File: config.mk
export PLATFORM = sky130hd
export DESIGN_NAME = flsc_front
export DESIGN_NICKNAME = d
export VERILOG_FILES = /design/src/hdl/flsc_pkg.sv /design/src/hdl/flsc_front.sv
export SDC_FILE = /design/constraint.sdc
export NUM_CORES = 1
export LEC_CHECK = 0
export BUFFER_PORTS_ARGS = -buffer_cell sky130_fd_sc_hd__buf_2
export CAP_MARGIN = 0
export CORE_MARGIN = 2
export CORE_UTILIZATION = 59
export DETAILED_ROUTE_END_ITERATION = 10
export GPL_ROUTABILITY_DRIVEN = 0
export MAX_ROUTING_LAYER = met4
export PLACE_DENSITY = 0.81
export SLEW_MARGIN = 20
export SYNTH_ARGS = -nofsm -noshare
export SYNTH_HDL_FRONTEND = slang
export SYNTH_SLANG_ARGS = --single-unit
File: constraint.sdc
create_clock -name clock -period 3.1 [get_ports clock]
set_clock_uncertainty 0.1 [all_clocks]
set_input_delay 0 -clock clock [delete_from_list [all_inputs] [get_ports clock]]
set_output_delay 0 -clock clock [all_outputs]
set_load 0.02 [all_outputs]
File: src/hdl/flsc_pkg.sv
// shared types, token and status codes and grammar helpers of the formula checker
package flsc_pkg;

   localparam logic [3:0] KIND_INT32    = 4'd0;
   localparam logic [3:0] KIND_INT64    = 4'd1;
   localparam logic [3:0] KIND_FLOAT32  = 4'd2;
   localparam logic [3:0] KIND_FLOAT64  = 4'd3;
   localparam logic [3:0] KIND_STRING   = 4'd4;
   localparam logic [3:0] KIND_BOOLEAN  = 4'd5;
   localparam logic [3:0] KIND_COLUMN   = 4'd6;
   localparam logic [3:0] KIND_FUNCTION = 4'd7;
   localparam logic [3:0] KIND_COMMA    = 4'd8;
   localparam logic [3:0] KIND_OPEN     = 4'd9;
   localparam logic [3:0] KIND_CLOSE    = 4'd10;
   localparam logic [3:0] KIND_INVALID  = 4'd11;

   localparam logic [2:0] STATUS_OK         = 3'd0;
   localparam logic [2:0] STATUS_UNTERM     = 3'd1;
   localparam logic [2:0] STATUS_INVALID    = 3'd2;
   localparam logic [2:0] STATUS_EMPTY      = 3'd3;
   localparam logic [2:0] STATUS_LONE       = 3'd4;
   localparam logic [2:0] STATUS_FIRST_FUNC = 3'd5;
   localparam logic [2:0] STATUS_SYNTAX     = 3'd6;

   // one accepted character as seen by the grammar side
   typedef struct packed {
      logic [1:0] tok_count;
      logic [3:0] kind0;
      logic [3:0] kind1;
      logic       fin;
      logic       unterm;
   } bundle_type;

   function automatic logic allowed(input logic [3:0] prev, input logic [3:0] next);
      logic ok;
      ok = 1'b1;
      if (prev <= KIND_COLUMN) ok = (next == KIND_COMMA) || (next == KIND_CLOSE);
      else if (prev == KIND_FUNCTION) ok = (next == KIND_OPEN);
      else if (prev == KIND_COMMA) ok = (next <= KIND_FUNCTION);
      else if (prev == KIND_OPEN) ok = (next <= KIND_FUNCTION) || (next == KIND_CLOSE);
      else if (prev == KIND_CLOSE)
         ok = (next == KIND_COMMA) || (next == KIND_CLOSE) || (next == KIND_INVALID);
      return ok;
   endfunction

endpackage

File: src/hdl/flsc_front.sv
// lexer front end: splits characters into tokens and classifies them
module flsc_front (
   input  logic                clock,
   input  logic                reset,
   input  logic                push,
   input  logic [7:0]          char_code,
   input  logic                is_final,
   output logic                has_results,
   output flsc_pkg::bundle_type bundle
);

   localparam logic [3:0] LS_START  = 4'd0;
   localparam logic [3:0] LS_MINUS  = 4'd1;
   localparam logic [3:0] LS_INT    = 4'd2;
   localparam logic [3:0] LS_INT64  = 4'd3;
   localparam logic [3:0] LS_DOT    = 4'd4;
   localparam logic [3:0] LS_FRAC   = 4'd5;
   localparam logic [3:0] LS_F32    = 4'd6;
   localparam logic [3:0] LS_DOLLAR = 4'd7;
   localparam logic [3:0] LS_COLUMN = 4'd8;
   localparam logic [3:0] LS_IDENT  = 4'd9;
   localparam logic [3:0] LS_BAD    = 4'd10;
   localparam logic [3:0] LS_STR    = 4'd11;
   localparam logic [3:0] LS_STR_BAD = 4'd12;

   localparam logic [7:0] CH_QUOTE = 8'h22;
   localparam logic [7:0] CH_SPACE = 8'h20;
   localparam logic [7:0] CH_COMMA = 8'h2c;
   localparam logic [7:0] CH_OPEN  = 8'h28;
   localparam logic [7:0] CH_CLOSE = 8'h29;
   localparam logic [7:0] CH_CR    = 8'h0d;
   localparam logic [7:0] CH_LF    = 8'h0a;

   logic       ins_ff, ins_in;
   logic [3:0] ls_ff, ls_in;
   logic [3:0] kw_ff, kw_in;
   logic       pend_ff, pend_in;

   function automatic logic is_digit(input logic [7:0] c);
      return c inside {[8'h30:8'h39]};
   endfunction

   function automatic logic is_alpha(input logic [7:0] c);
      return c inside {[8'h41:8'h5a], [8'h61:8'h7a]};
   endfunction

   function automatic logic is_word(input logic [7:0] c);
      return is_alpha(c) || is_digit(c) || (c == 8'h5f);
   endfunction

   function automatic logic [3:0] next_kw(input logic [3:0] p, input logic [7:0] c);
      logic [3:0] n;
      n = 4'd0;
      case (p)
         4'd1: if (c == 8'h72) n = 4'd2;
         4'd2: if (c == 8'h75) n = 4'd3;
         4'd3: if (c == 8'h65) n = 4'd4;
         4'd5: if (c == 8'h61) n = 4'd6;
         4'd6: if (c == 8'h6c) n = 4'd7;
         4'd7: if (c == 8'h73) n = 4'd8;
         4'd8: if (c == 8'h65) n = 4'd9;
         default: n = 4'd0;
      endcase
      return n;
   endfunction

   function automatic logic [3:0] classify(input logic [3:0] s, input logic [3:0] kw);
      logic [3:0] k;
      case (s)
         LS_INT:          k = flsc_pkg::KIND_INT32;
         LS_INT64:        k = flsc_pkg::KIND_INT64;
         LS_DOT, LS_FRAC: k = flsc_pkg::KIND_FLOAT64;
         LS_F32:          k = flsc_pkg::KIND_FLOAT32;
         LS_COLUMN:       k = flsc_pkg::KIND_COLUMN;
         LS_IDENT: k = (kw == 4'd4 || kw == 4'd9) ? flsc_pkg::KIND_BOOLEAN
                                                  : flsc_pkg::KIND_FUNCTION;
         default:         k = flsc_pkg::KIND_INVALID;
      endcase
      return k;
   endfunction

   always_comb begin
      logic [3:0] kinds [2];
      logic [1:0] tn;
      logic       unterm;
      ins_in   = ins_ff;
      ls_in    = ls_ff;
      kw_in    = kw_ff;
      pend_in  = pend_ff;
      kinds[0] = flsc_pkg::KIND_INT32;
      kinds[1] = flsc_pkg::KIND_INT32;
      tn       = 2'd0;
      unterm   = 1'b0;

      if (ins_ff) begin
         if (char_code == CH_QUOTE) begin
            kinds[0] = (ls_ff == LS_STR_BAD) ? flsc_pkg::KIND_INVALID : flsc_pkg::KIND_STRING;
            tn       = 2'd1;
            ins_in   = 1'b0;
            ls_in    = LS_START;
            pend_in  = 1'b0;
         end else if (char_code == CH_CR || char_code == CH_LF) begin
            ls_in = LS_STR_BAD;
         end
      end else if (char_code inside {CH_QUOTE, CH_SPACE, CH_COMMA, CH_OPEN, CH_CLOSE}) begin
         // delimiter: flush any pending plain token first
         if (pend_ff) begin
            kinds[0] = classify(ls_ff, kw_ff);
            tn       = 2'd1;
         end
         ls_in   = LS_START;
         kw_in   = 4'd0;
         pend_in = 1'b0;
         if (char_code == CH_QUOTE) begin
            ins_in  = 1'b1;
            ls_in   = LS_STR;
            pend_in = 1'b1;
         end else if (char_code != CH_SPACE) begin
            kinds[tn[0]] = (char_code == CH_COMMA) ? flsc_pkg::KIND_COMMA :
                           (char_code == CH_OPEN)  ? flsc_pkg::KIND_OPEN  :
                                                     flsc_pkg::KIND_CLOSE;
            tn = tn + 2'd1;
         end
      end else begin
         ls_in   = LS_BAD;
         pend_in = 1'b1;
         case (ls_ff)
            LS_START: begin
               if (char_code == 8'h2d) ls_in = LS_MINUS;
               else if (is_digit(char_code)) ls_in = LS_INT;
               else if (char_code == 8'h24) ls_in = LS_DOLLAR;
               else if (is_alpha(char_code)) begin
                  ls_in = LS_IDENT;
                  kw_in = (char_code == 8'h54) ? 4'd1 : (char_code == 8'h46) ? 4'd5 : 4'd0;
               end
            end
            LS_MINUS: if (is_digit(char_code)) ls_in = LS_INT;
            LS_INT: begin
               if (is_digit(char_code)) ls_in = LS_INT;
               else if (char_code == 8'h6c || char_code == 8'h4c) ls_in = LS_INT64;
               else if (char_code == 8'h2e) ls_in = LS_DOT;
            end
            LS_DOT, LS_FRAC: begin
               if (is_digit(char_code)) ls_in = LS_FRAC;
               else if (char_code == 8'h66) ls_in = LS_F32;
            end
            LS_DOLLAR: if (is_alpha(char_code) || char_code == 8'h5f) ls_in = LS_COLUMN;
            LS_COLUMN: if (is_word(char_code)) ls_in = LS_COLUMN;
            LS_IDENT: begin
               if (is_word(char_code)) begin
                  ls_in = LS_IDENT;
                  kw_in = next_kw(kw_ff, char_code);
               end
            end
            default: ls_in = LS_BAD;
         endcase
      end

      if (is_final) begin
         // implied trailing space, then back to the reset state
         if (!ins_in && pend_in) begin
            kinds[tn[0]] = classify(ls_in, kw_in);
            tn = tn + 2'd1;
         end
         unterm  = ins_in;
         ins_in  = 1'b0;
         ls_in   = LS_START;
         kw_in   = 4'd0;
         pend_in = 1'b0;
      end

      bundle.tok_count = tn;
      bundle.kind0     = kinds[0];
      bundle.kind1     = kinds[1];
      bundle.fin       = is_final;
      bundle.unterm    = unterm;
      has_results      = is_final || (tn != 2'd0);
   end

   always_ff @(posedge clock) begin
      if (reset) begin
         ins_ff  <= 1'b0;
         ls_ff   <= LS_START;
         kw_ff   <= 4'd0;
         pend_ff <= 1'b0;
      end else if (push) begin
         ins_ff  <= ins_in;
         ls_ff   <= ls_in;
         kw_ff   <= kw_in;
         pend_ff <= pend_in;
      end
   end

endmodule

### Word-level counts from Yosys, hierarchy flattened

Cells that the tools add are included.

| cells by class | value |
|---|---|
| $lt $le $gt $ge | 10 |
| reduce and logical (&&, ||, !) cells | 21 |
| equality and inequality tests | 50 |
| $add $sub $neg | 2 |
| bitwise operators | 2 |
| multiplexer cells | 85 |

Operators with widths:

| kind | count |
|---|---|
| 2-to-1 mux 4 bit | 36 |
| == test 8 x 7 -> 1 bit (second input constant) | 11 |
| == test 8 x 6 -> 1 bit (second input constant) | 8 |
| case mux 4 bit (7 select lines) | 2 |
| == test 4 x 3 -> 1 bit (second input constant) | 12 |
| case mux 4 bit (6 select lines) | 2 |
| 2-to-1 mux 8 bit | 5 |
| 2-to-1 mux 2 bit | 18 |
| == test 4 bit (second input constant) | 8 |
| == test 4 x 2 -> 1 bit (second input constant) | 6 |
| bitwise mux 8 bit | 2 |
| == test 8 x 4 -> 1 bit (second input constant) | 2 |
| >= comparator 8 x 7 -> 1 bit (second input constant) | 2 |
| <= comparator 8 x 7 -> 1 bit (second input constant) | 2 |
| 2-to-1 mux 3 bit | 5 |
| 2-to-1 mux 1 bit | 12 |
| demux 4 bit (select 1 bit) | 2 |
| == test 4 x 1 -> 1 bit (second input constant) | 2 |
| >= comparator 8 x 6 -> 1 bit (second input constant) | 1 |
| <= comparator 8 x 6 -> 1 bit (second input constant) | 1 |
| logical OR 1 bit | 8 |
| != test 8 x 6 -> 1 bit (second input constant) | 1 |
| case mux 4 bit (2 select lines) | 1 |
| logical AND 1 bit | 6 |
| other kinds (9) | 15 |

| storage, ports and cells | value |
|---|---|
| bits in registers | 10 |
| word-level logic and storage cells | 174 |
| output and inout port bits | 13 |
| input bits | 12 |

### Depth between registers and ports, before layout

Gate-level depths: netlist of the first run.

| depth | value |
|---|---|
| depth in word-level cells | 19 |
| gate-level depth with buffers | 11 |
| gate-level depth less buffers | 8 |

### Worst setup path before layout of the first run

OpenSTA, ideal clock, no wires.

| path | value |
|---|---|
| path type | register -> output |
| from | register kw_ff[1] |
| to | output bundle[7] in the netlist's numbering |
| data required time | 3.000 ns |
| path buffers | 1 |
| stages on the path, launching flop included | 10 |
| slack | 0.626 ns |
| data arrival time | 2.374 ns |
| cell sequence | dfxtp_1 buf_2 nor2b_1 a22oi_1 or4b_1 o31a_1 or4b_1 a21oi_1 nor3_1 a21oi_1 |

RTL lines:

| element | RTL line | RTL |
|---|---|---|
| from (decl) | flsc_front.sv:36 | `logic [3:0] kw_ff, kw_in;` |
| from (signal assigned) | flsc_front.sv:189 | `kw_ff <= kw_in;` |
| to (decl) | flsc_front.sv:9 | `output flsc_pkg::bundle_type bundle` |

==> impl_results.md, run 1 <==
* Status: complete, no violations
* Synth top cells by count: nor2_1, a21oi_1, o21ai_0
* Crit-path cells: or4b_1 > or4_1 > o311a_1 > o211ai_1 > o21ai_1 > nor2_1 > o21bai_1 > a32oi_1 > buf_2
* Req. time, crit path at 3.00 ns
* FFs w/ async S/R, synth at 0%
* Most common cell in the netlist: nor2_1
* CP Data Arrival Time at 2.84 ns
* Crit-path max FO at 7
* Num rows at 20
* Final hold vios at 0
* Sinks on the clock net at 10
* Top cells by area, synth: dfxtp_1, nor2_1, a21oi_1
* Dpl cell area at 1990 um2
* #FFs+latches synth at 10
* Starting Density at 61.6%
* Top FF cell, synth: dfxtp_1
* RSZ-0062 raised after global routing: false
* Via density per instance at 6.81
* Die Ht at 60.5 um
* Port Buffers at 23
* Area leader, netlist: dfxtp_1
* Fin worst setup slack at 0.155 ns
* Max_cap viols at 0
* Worst Setup End Kind: output port
* Fin area at 2030 um2
* Detail Placement HPWL at 4.08 mm
* Total CTS buffers at 3
* Syn avg cell area at 6.72 um2
* Area Growth Syn to Fin at 7.91%
* Gr usage total at 32.6%
* Crit path kind: register to output port
* DRT iter0 DRCs at 416
* Maximum vdd drop at 0.201 mV
* Unique masters post-synth at 72
* Number of synthesized flops with an enable pin at 0
* CTS tree: done
* Final setup TNS at 0 ns
* Initial antenna violation count at 0
* Core area at 3050 um2
* Wire length per cell at 16.6 um
* H-tree depth at 1
* Yosys warnings at 0
* Inserted Diodes at 0
* Worst skew pair latency at 0.26 ns
* Final std cells w/o fill at 334
* Post-CTS setup buffers at 0
* Placed Cells incl. Taps at 330
* Max-Slew Margin vs Limit at 52.5%
* Fin. max-slew vios at 0
* Worst-case clock buffer depth at 2
* Part of the cycle the worst path needs at 95.0%
* GRT overflow at 0
* Static leakage at 0.735 nW
* Mapped Area at 1880 um2
* Final Power at 0.423 mW
* Area share of the largest cell type after synthesis at 10.6%
* Sequential area share after synthesis at 10.6%
* I/O pin total at 25
* Worst-Margin Slew at 0.706 ns
* CP startpoint kind: register
* Share of post-route cells with drive strength above 1 at 17.6%
* Highest-delay cell along the critical path: or4b_1
* Gate Count Post-Synth at 280
* Pwr dens at 208 nW/um2
* Pre-CTS setup slack at 0.396 ns
* Syn Nets at 293
* Worst-path clk slew at 0.06 ns
* First-pass GRT wire length at 8.98 mm
* Detailed-route via count at 2,276
* Largest net degree at the start of global routing at 20
* Fmax achieved at 340 MHz
* Final WL at 5.56 mm
* Vias in the first global route at 1,838
* Critical Path Max Stage Delay at 0.54 ns
* Worst Hold Class: primary input to register
* Post-route minimum period at 2.94 ns
* DIE WIDTH at 60.5 um
* Die area at 3660 um2
* TritonRoute pass-1 iters at 6
* Final ANT Viol Nets at 0
* DRC viols at 0
* Clk Tree Root Cell: clkbuf_4
* Final nets at 305
* Final setup viols at 0
path summary, 6_finish.rpt:
kind / depth (start not counted) / start / slack (ns) / endpoint
setup / recovery: 9 / ls_ff[1] / 0.16 / bundle[9]
hold / removal: 2 / push / 0.02 / pend_ff
setup reg to reg: 8 / kw_ff[1] / 0.65 / kw_ff[1]
hold reg to reg: 2 / kw_ff[0] / 0.45 / kw_ff[0]
registers in the layout, summed over array words and instances (netlist names):
signal   count
kw_ff        4
ls_ff        4
ins_ff       1
pend_ff      1
cell usage in the layout (no fill, tap or decap), types with 3 or more instances in the layout:
cell      count
a211oi_1      3
a21oi_1      24
a31oi_1       6
a32oi_1       3
and2_1        3
and3_1        5
buf_2        23
buf_4         8
clkbuf_4      3
dfxtp_1       8
mux2i_1       3
nand2_1      18
nand2b_1      8
nand3_1       7
nand4_1       3
nor2_1       37
nor2b_1      11
nor3_1       12
nor4_1        5
nor4b_1       3
o211ai_1      5
o21a_1        3
o21ai_0      20
or3_1         3
or4b_1        3
xnor2_1       4
worst max-delay path, delay by kind of cell (launching register included):
family                 cells  cell delay (ns)
AND/OR/NAND/NOR            3             1.21
flip-flops                 1             0.44
buffers and inverters      1             0.19
AO/OA/AOI/OAI              5             0.73
per-layer routing:
layer  up-vias  wire length (um)  GRT usage [%]
met5         -                 0              -
met1      1027              2330           46.3
met4         0                19           3.42
met3         4               624           5.76
met2       163              2580           50.3
li1       1082                 -              -
what timing repair did:
| action | in CTS | in global routing |
|---|---|---|
| setup endpoints to repair | 0 | 1 |
| hold buffers | 1 | 0 |
| gates resized for setup | 0 | 3 |
| hold endpoints to repair | 10 | 0 |
where the power goes:
part / internal, mW / switching [mW]
clock network: 0.0446 / 0.0399
registers: 0.132 / 0.00565
logic: 0.0769 / 0.124
through the flow:
stage	utilization, %	hold slack (ns)
2_1_floorplan	-	0.0126
3_3_place_gp	65.3	0.203
3_5_place_dp	65.3	0.208
4_1_cts	66.4	0.0103
5_1_grt	66.5	0.0367
6_report	66.5	0.0152
cells by family after synthesis:
group           Yosys count  synth area share (%)
simple gates            139                  42.8
compound gates           92                  33.9
buf+inv                  27                  6.72
flops                    10                  10.6
xor+xnor                  5                  2.33
mux                       5                  2.79
fa+ha+maj                 1                 0.665
other cells               1                 0.199
layout make-up:
class,count,area [um2]
multi-input cells,243,1560
fillers,279,1020
flip-flops and latches,10,203
repair buffers,32,185
well taps,44,55.1
clock buffers,3,22.5
inverters,2,7.51
Power figures use the tool's default switching activity.
==> run 2: changes to the inputs <==
- PLACE_DENSITY: 0.81 -> 0.91
==> impl_results.md, run 2 (synthesized netlist as in run 1, its figures left out) <==
* Worst skew pair latency at 0.25 ns (was 0.26 ns)
* Status: complete, no violations (unchanged)
* Post-CTS setup buffers at 0 (unchanged)
* Req. time, crit path at 3.00 ns (about the same)
* Gr usage total at 31.7% (was 32.6%)
* Post-route minimum period at 2.87 ns (was 2.94 ns)
* Final WL at 5.34 mm (was 5.56 mm)
* R2R Setup Slk at 0.63 ns (was 0.65 ns)
* Pre-CTS setup slack at 0.464 ns (was 0.396 ns)
* Static leakage at 0.745 nW (was 0.735 nW)
* Total CTS buffers at 3 (unchanged)
* Final hold vios at 0 (unchanged)
* Dpl cell area at 2000 um2 (was 1990 um2)
* Sinks on the clock net at 10 (unchanged)
* Hold Slack at 0.0249 ns (was 0.0152 ns)
* Crit path kind: register to output port (unchanged)
* CP startpoint kind: register (unchanged)
* TritonRoute pass-1 iters at 6 (unchanged)
* Worst-Margin Slew at 0.775 ns (was 0.706 ns)
* Final ANT Viol Nets at 0 (unchanged)
* Most frequent cells in the layout: nor2_1, a21oi_1, buf_2 (unchanged)
* CP Capture Point: bundle[7] (was bundle[9])
* Crit-path max FO at 10 (was 7)
* CP Data Arrival Time at 2.77 ns (was 2.84 ns)
* Final nets at 306 (was 305)
* Max-Slew Margin vs Limit at 47.8% (was 52.5%)
* Core area at 3050 um2 (unchanged)
* CTS tree: done (unchanged)
* Port Buffers at 23 (unchanged)
* Crit path launch: kw_ff[1] (was ls_ff[1])
* Reg2reg end: kw_ff[1] (unchanged)
* Maximum vdd drop at 0.276 mV (was 0.201 mV)
* Fin worst setup slack at 0.229 ns (was 0.155 ns)
* Area Growth Syn to Fin at 8.91% (was 7.91%)
* First-pass GRT wire length at 8.73 mm (was 8.98 mm)
* Part of the cycle the worst path needs at 92.6% (was 95.0%)
* RR Startpoint: kw_ff[1] (unchanged)
* Inserted Diodes at 0 (unchanged)
* Worst-case clock buffer depth at 2 (unchanged)
* Final Power at 0.452 mW (was 0.423 mW)
* Die Ht at 60.5 um (unchanged)
* Fmax achieved at 348 MHz (was 340 MHz)
* Pwr dens at 220 nW/um2 (was 208 nW/um2)
* GRT overflow at 0 (unchanged)
* Worst-path clk slew at 0.06 ns (about the same)
* Clk Tree Root Cell: clkbuf_4 (unchanged)
* Wire length per cell at 15.9 um (was 16.6 um)
* Fin. max-slew vios at 0 (unchanged)
* I/O pin total at 25 (unchanged)
* Largest net degree at the start of global routing at 20 (unchanged)
* H-tree depth at 1 (unchanged)
* Most common cell after layout, fill and taps aside: nor2_1 (unchanged)
* DRT iter0 DRCs at 285 (was 416)
* Hold Crit Start: push (unchanged)
* Max_cap viols at 0 (unchanged)
* RSZ-0062 raised after global routing: false (unchanged)
* Worst Setup End Kind: output port (unchanged)
* R2R depth at 8 (unchanged)
* Num rows at 20 (unchanged)
* Share of post-route cells with drive strength above 1 at 17.5% (was 17.6%)
* Via density per instance at 6.71 (was 6.81)
* Die area at 3660 um2 (unchanged)
* Detailed-route via count at 2,255 (was 2,276)
* Worst Hold Class: primary input to register (unchanged)
* Top Registers: kw_ff (4), ls_ff (4) (unchanged)
* DIE WIDTH at 60.5 um (unchanged)
* DRC viols at 0 (unchanged)
* Final setup viols at 0 (unchanged)
* Fin area at 2050 um2 (was 2030 um2)
* Vias in the first global route at 1,889 (was 1,838)
* Starting Density at 61.6% (unchanged)
* Detail Placement HPWL at 4.08 mm (about the same)
* Final setup TNS at 0 ns (unchanged)
* Initial antenna violation count at 0 (unchanged)
run 2: cell count changes in the layout (fill, tap and decap cells not counted), sizes merged:
cell / delta
buf: +1
clkbuf: +1
run 2: final cells by class:
type / instances / area [um2]
Clock buffer: 4 / 36.3
Fill cell: 297 / 1000
Inverter: 2 / 7.51
Multi-Input combinational cell: 243 / 1560
Sequential cell: 10 / 200
Tap cell: 44 / 55.1
Timing Repair Buffer: 33 / 193
run 2: worst min path at each step:
stage           endpoint  depth (start not counted)
6_report         pend_ff                          2
3_3_place_gp    kw_ff[0]                          2
5_1_grt          pend_ff                          2
2_1_floorplan  bundle[1]                          1
4_1_cts          pend_ff                          2
3_5_place_dp    kw_ff[0]                          2
run 2: critical path: stages (launching register included):
cell     delay [ns]
dfxtp_1        0.47
nor2b_2        0.26
a22oi_1        0.11
or4b_1         0.47
o31a_1         0.11
or4b_1         0.46
a21oi_1        0.23
nor3_1         0.08
a21oi_1        0.14
buf_2          0.18
run 2: stage by stage:
step | instances | util [%]
after detailed placement | 331 | 65.5
after CTS | 336 | 67.0
after floorplan | 280 | -
final | 336 | 67.1
after global placement | 331 | 65.5
after global routing | 336 | 67.1
run 2: power breakdown:
part	total [mW]	switching, mW	internal, mW
Sequential	0.135	0.00356	0.132
Clock	0.110	0.0389	0.0710
Combinational	0.207	0.127	0.0796
Total	0.452	0.169	0.282
run 2: what timing repair did:
item	4_1_cts	5_1_grt
endpoints found under the hold margin	10	0
resized for setup	0	1
endpoints found under the setup margin	0	1
hold buffers	1	0
run 2: metal layers:
metal	wire [um]	GRT usage [%]
met4	91	9.32
met1	2290	42.8
met5	0	-
met2	2480	50.0
met3	478	3.41
==> run 3: changes to the inputs <==
- CELL_PAD_IN_SITES_DETAIL_PLACEMENT: unset -> 0
- CELL_PAD_IN_SITES_GLOBAL_PLACEMENT: unset -> 1
- CORE_UTILIZATION: 59 -> 42
==> impl_results.md, run 3 (synthesized netlist as in run 1, its figures left out) <==
* Status: complete, no violations (unchanged)
* Vias in the first global route at 1,915 (was 1,889)
* Die area at 5030 um2 (was 3660 um2)
* Placed Cells incl. Taps at 338 (was 331)
* Hold EP: pend_ff (unchanged)
* Register area at 201 um2 (was 200 um2)
* Filler instances at 464 (was 297)
* Most common cell after layout, fill and taps aside: nor2_1 (unchanged)
* Worst-path clk slew at 0.05 ns (was 0.06 ns)
* Static leakage at 0.749 nW (was 0.745 nW)
* R2R Setup Slk at 0.64 ns (was 0.63 ns)
* CP Data Arrival Time at 2.76 ns (was 2.77 ns)
* Final WL at 5.67 mm (was 5.34 mm)
* Part of the cycle the worst path needs at 92.4% (was 92.6%)
* Worst Hold Class: primary input to register (unchanged)
* Comb power frac at 40.3% (was 45.7%)
* Detail Placement HPWL at 4.23 mm (was 4.08 mm)
* Largest net degree at the start of global routing at 20 (unchanged)
* Post-route minimum period at 2.86 ns (was 2.87 ns)
* Hold Path Depth at 2 (unchanged)
* Reg2reg end: kw_ff[1] (unchanged)
* DRC viols at 0 (unchanged)
* R2R depth at 8 (unchanged)
* Sw Share at 35.5% (was 37.5%)
* Worst-Margin Slew at 0.643 ns (was 0.775 ns)
* Worst skew pair latency at 0.23 ns (was 0.25 ns)
* Starting Density at 43.5% (was 61.6%)
* Post-CTS setup buffers at 0 (unchanged)
* CTS tree: done (unchanged)
* Sinks on the clock net at 10 (unchanged)
* GRT overflow at 0 (unchanged)
* Wire length per cell at 16.5 um (was 15.9 um)
* Final setup TNS at 0 ns (unchanged)
* Port Buffers at 23 (unchanged)
* TritonRoute pass-1 iters at 7 (was 6)
* H-tree depth at 1 (unchanged)
* RR Startpoint: kw_ff[0] (was kw_ff[1])
* Max-Slew Margin vs Limit at 56.8% (was 47.8%)
* Sw Pwr at 0.177 mW (was 0.169 mW)
* Worst-case clock buffer depth at 2 (unchanged)
* Final ANT Viol Nets at 0 (unchanged)
* Req. time, crit path at 3.00 ns (about the same)
* Hold Crit Start: push (unchanged)
* First-pass GRT wire length at 9.31 mm (was 8.73 mm)
* Fin. max-slew vios at 0 (unchanged)
* Final nets at 305 (was 306)
* Gr usage total at 23.0% (was 31.7%)
* Cell-internal power at 0.320 mW (was 0.282 mW)
* Clk Tree Root Cell: clkbuf_8 (was clkbuf_4)
* Die Ht at 70.9 um (was 60.5 um)
* Area Growth Syn to Fin at 10.3% (was 8.91%)
* Worst Setup End Kind: output port (unchanged)
* Final hold vios at 0 (unchanged)
* RSZ-0062 raised after global routing: false (unchanged)
* Maximum vdd drop at 0.248 mV (was 0.276 mV)
* Crit-path max FO at 6 (was 10)
* Clk pwr share at 32.1% (was 24.3%)
* Final setup viols at 0 (unchanged)
* Fmax achieved at 349 MHz (was 348 MHz)
* Via density per instance at 6.52 (was 6.71)
* Total CTS buffers at 3 (unchanged)
* Num rows at 24 (was 20)
* Max_cap viols at 0 (unchanged)
* Core area at 4320 um2 (was 3050 um2)
* Inserted Diodes at 0 (unchanged)
* Pwr dens at 239 nW/um2 (was 220 nW/um2)
* DIE WIDTH at 70.9 um (was 60.5 um)
* CP startpoint kind: register (unchanged)
* Multi-input gate area at 1560 um2 (about the same)
* Initial antenna violation count at 0 (unchanged)
* Final std cells w/o fill at 343 (was 336)
* Most frequent cells in the layout: nor2_1, a21oi_1, buf_2 (unchanged)
* Share of post-route cells with drive strength above 1 at 17.9% (was 17.5%)
* DRT iter0 DRCs at 504 (was 285)
* Crit path kind: register to output port (unchanged)
* I/O pin total at 25 (unchanged)
* Flop pwr share at 27.6% (was 29.9%)
* Detailed-route via count at 2,237 (was 2,255)
* Top Registers: kw_ff (4), ls_ff (4) (unchanged)
## run 3: cell types whose count changed in the layout (fill, tap and decap cells not counted), sizes merged
cell / delta
buf: -1
## run 3: area by class of cell
cell class | count | area share (%)
clock buffer | 4 | 2.65
multi-input combinational | 243 | 75.2
sequential | 10 | 9.70
tap | 52 | 3.13
inverter | 2 | 0.362
timing repair buffer | 32 | 8.92
## run 3: metrics by stage
stage / power (mW) / cell area [um2] / worst slack, ns / hold WS (ns) / utilization, %
5_1_grt: 0.524 / 2080 / 0.0510 / 0.0683 / 48.0
4_1_cts: 0.498 / 2070 / 0.105 / 0.0377 / 47.8
2_1_floorplan: 0.287 / 1880 / 0.626 / 0.0126 / -
3_5_place_dp: 0.334 / 2000 / 0.371 / 0.213 / 46.3
3_3_place_gp: 0.333 / 2000 / 0.333 / 0.204 / 46.3
6_report: 0.497 / 2080 / 0.235 / 0.0370 / 48.0
## run 3: worst max path at each step
stage | start | depth (start not counted) | slack (ns) | end
after global routing | ls_ff[0] | 9 | 0.05 | bundle[7]
after detailed placement | kw_ff[1] | 9 | 0.37 | bundle[7]
after floorplan | kw_ff[1] | 9 | 0.63 | bundle[7]
after global placement | kw_ff[1] | 9 | 0.33 | bundle[7]
final | ls_ff[2] | 9 | 0.24 | bundle[9]
after CTS | kw_ff[1] | 9 | 0.10 | bundle[7]
## run 3: layer usage
layer	up-vias	wire length [um]	global-route usage, %	part of all wire (%)
met5	-	0	-	0
met4	0	74	4.61	1.3
met3	12	398	3.13	7.0
met2	106	2670	36.0	47
met1	1030	2520	31.8	44
li1	1089	-	-	-
## run 3: repair_timing
| action | 4_1_cts | 5_1_grt |
|---|---|---|
| setup endpoints to repair | 0 | 1 |
| hold buffers | 1 | 0 |
| resized for setup | 0 | 3 |
| hold endpoints to repair | 10 | 0 |
## run 3: worst max-delay path: stages, from the launching register on
cell and delay [ns]:
dfxtp_1 0.35, or4b_1 0.60, or4_1 0.55, o311a_1 0.14, o211ai_1 0.11, o21ai_1 0.17
nor2_1 0.14, o21bai_1 0.07, a32oi_1 0.21, buf_2 0.19
## run 3: power groups by stage
stage / Sequential (mW) / Combinational, mW / Clock, mW
finish: 0.137 / 0.200 / 0.159
global route: 0.137 / 0.217 / 0.170
global placement: 0.139 / 0.194 / 0
detailed placement: 0.139 / 0.194 / 0
CTS: 0.137 / 0.196 / 0.165
floorplan: 0.136 / 0.151 / 0
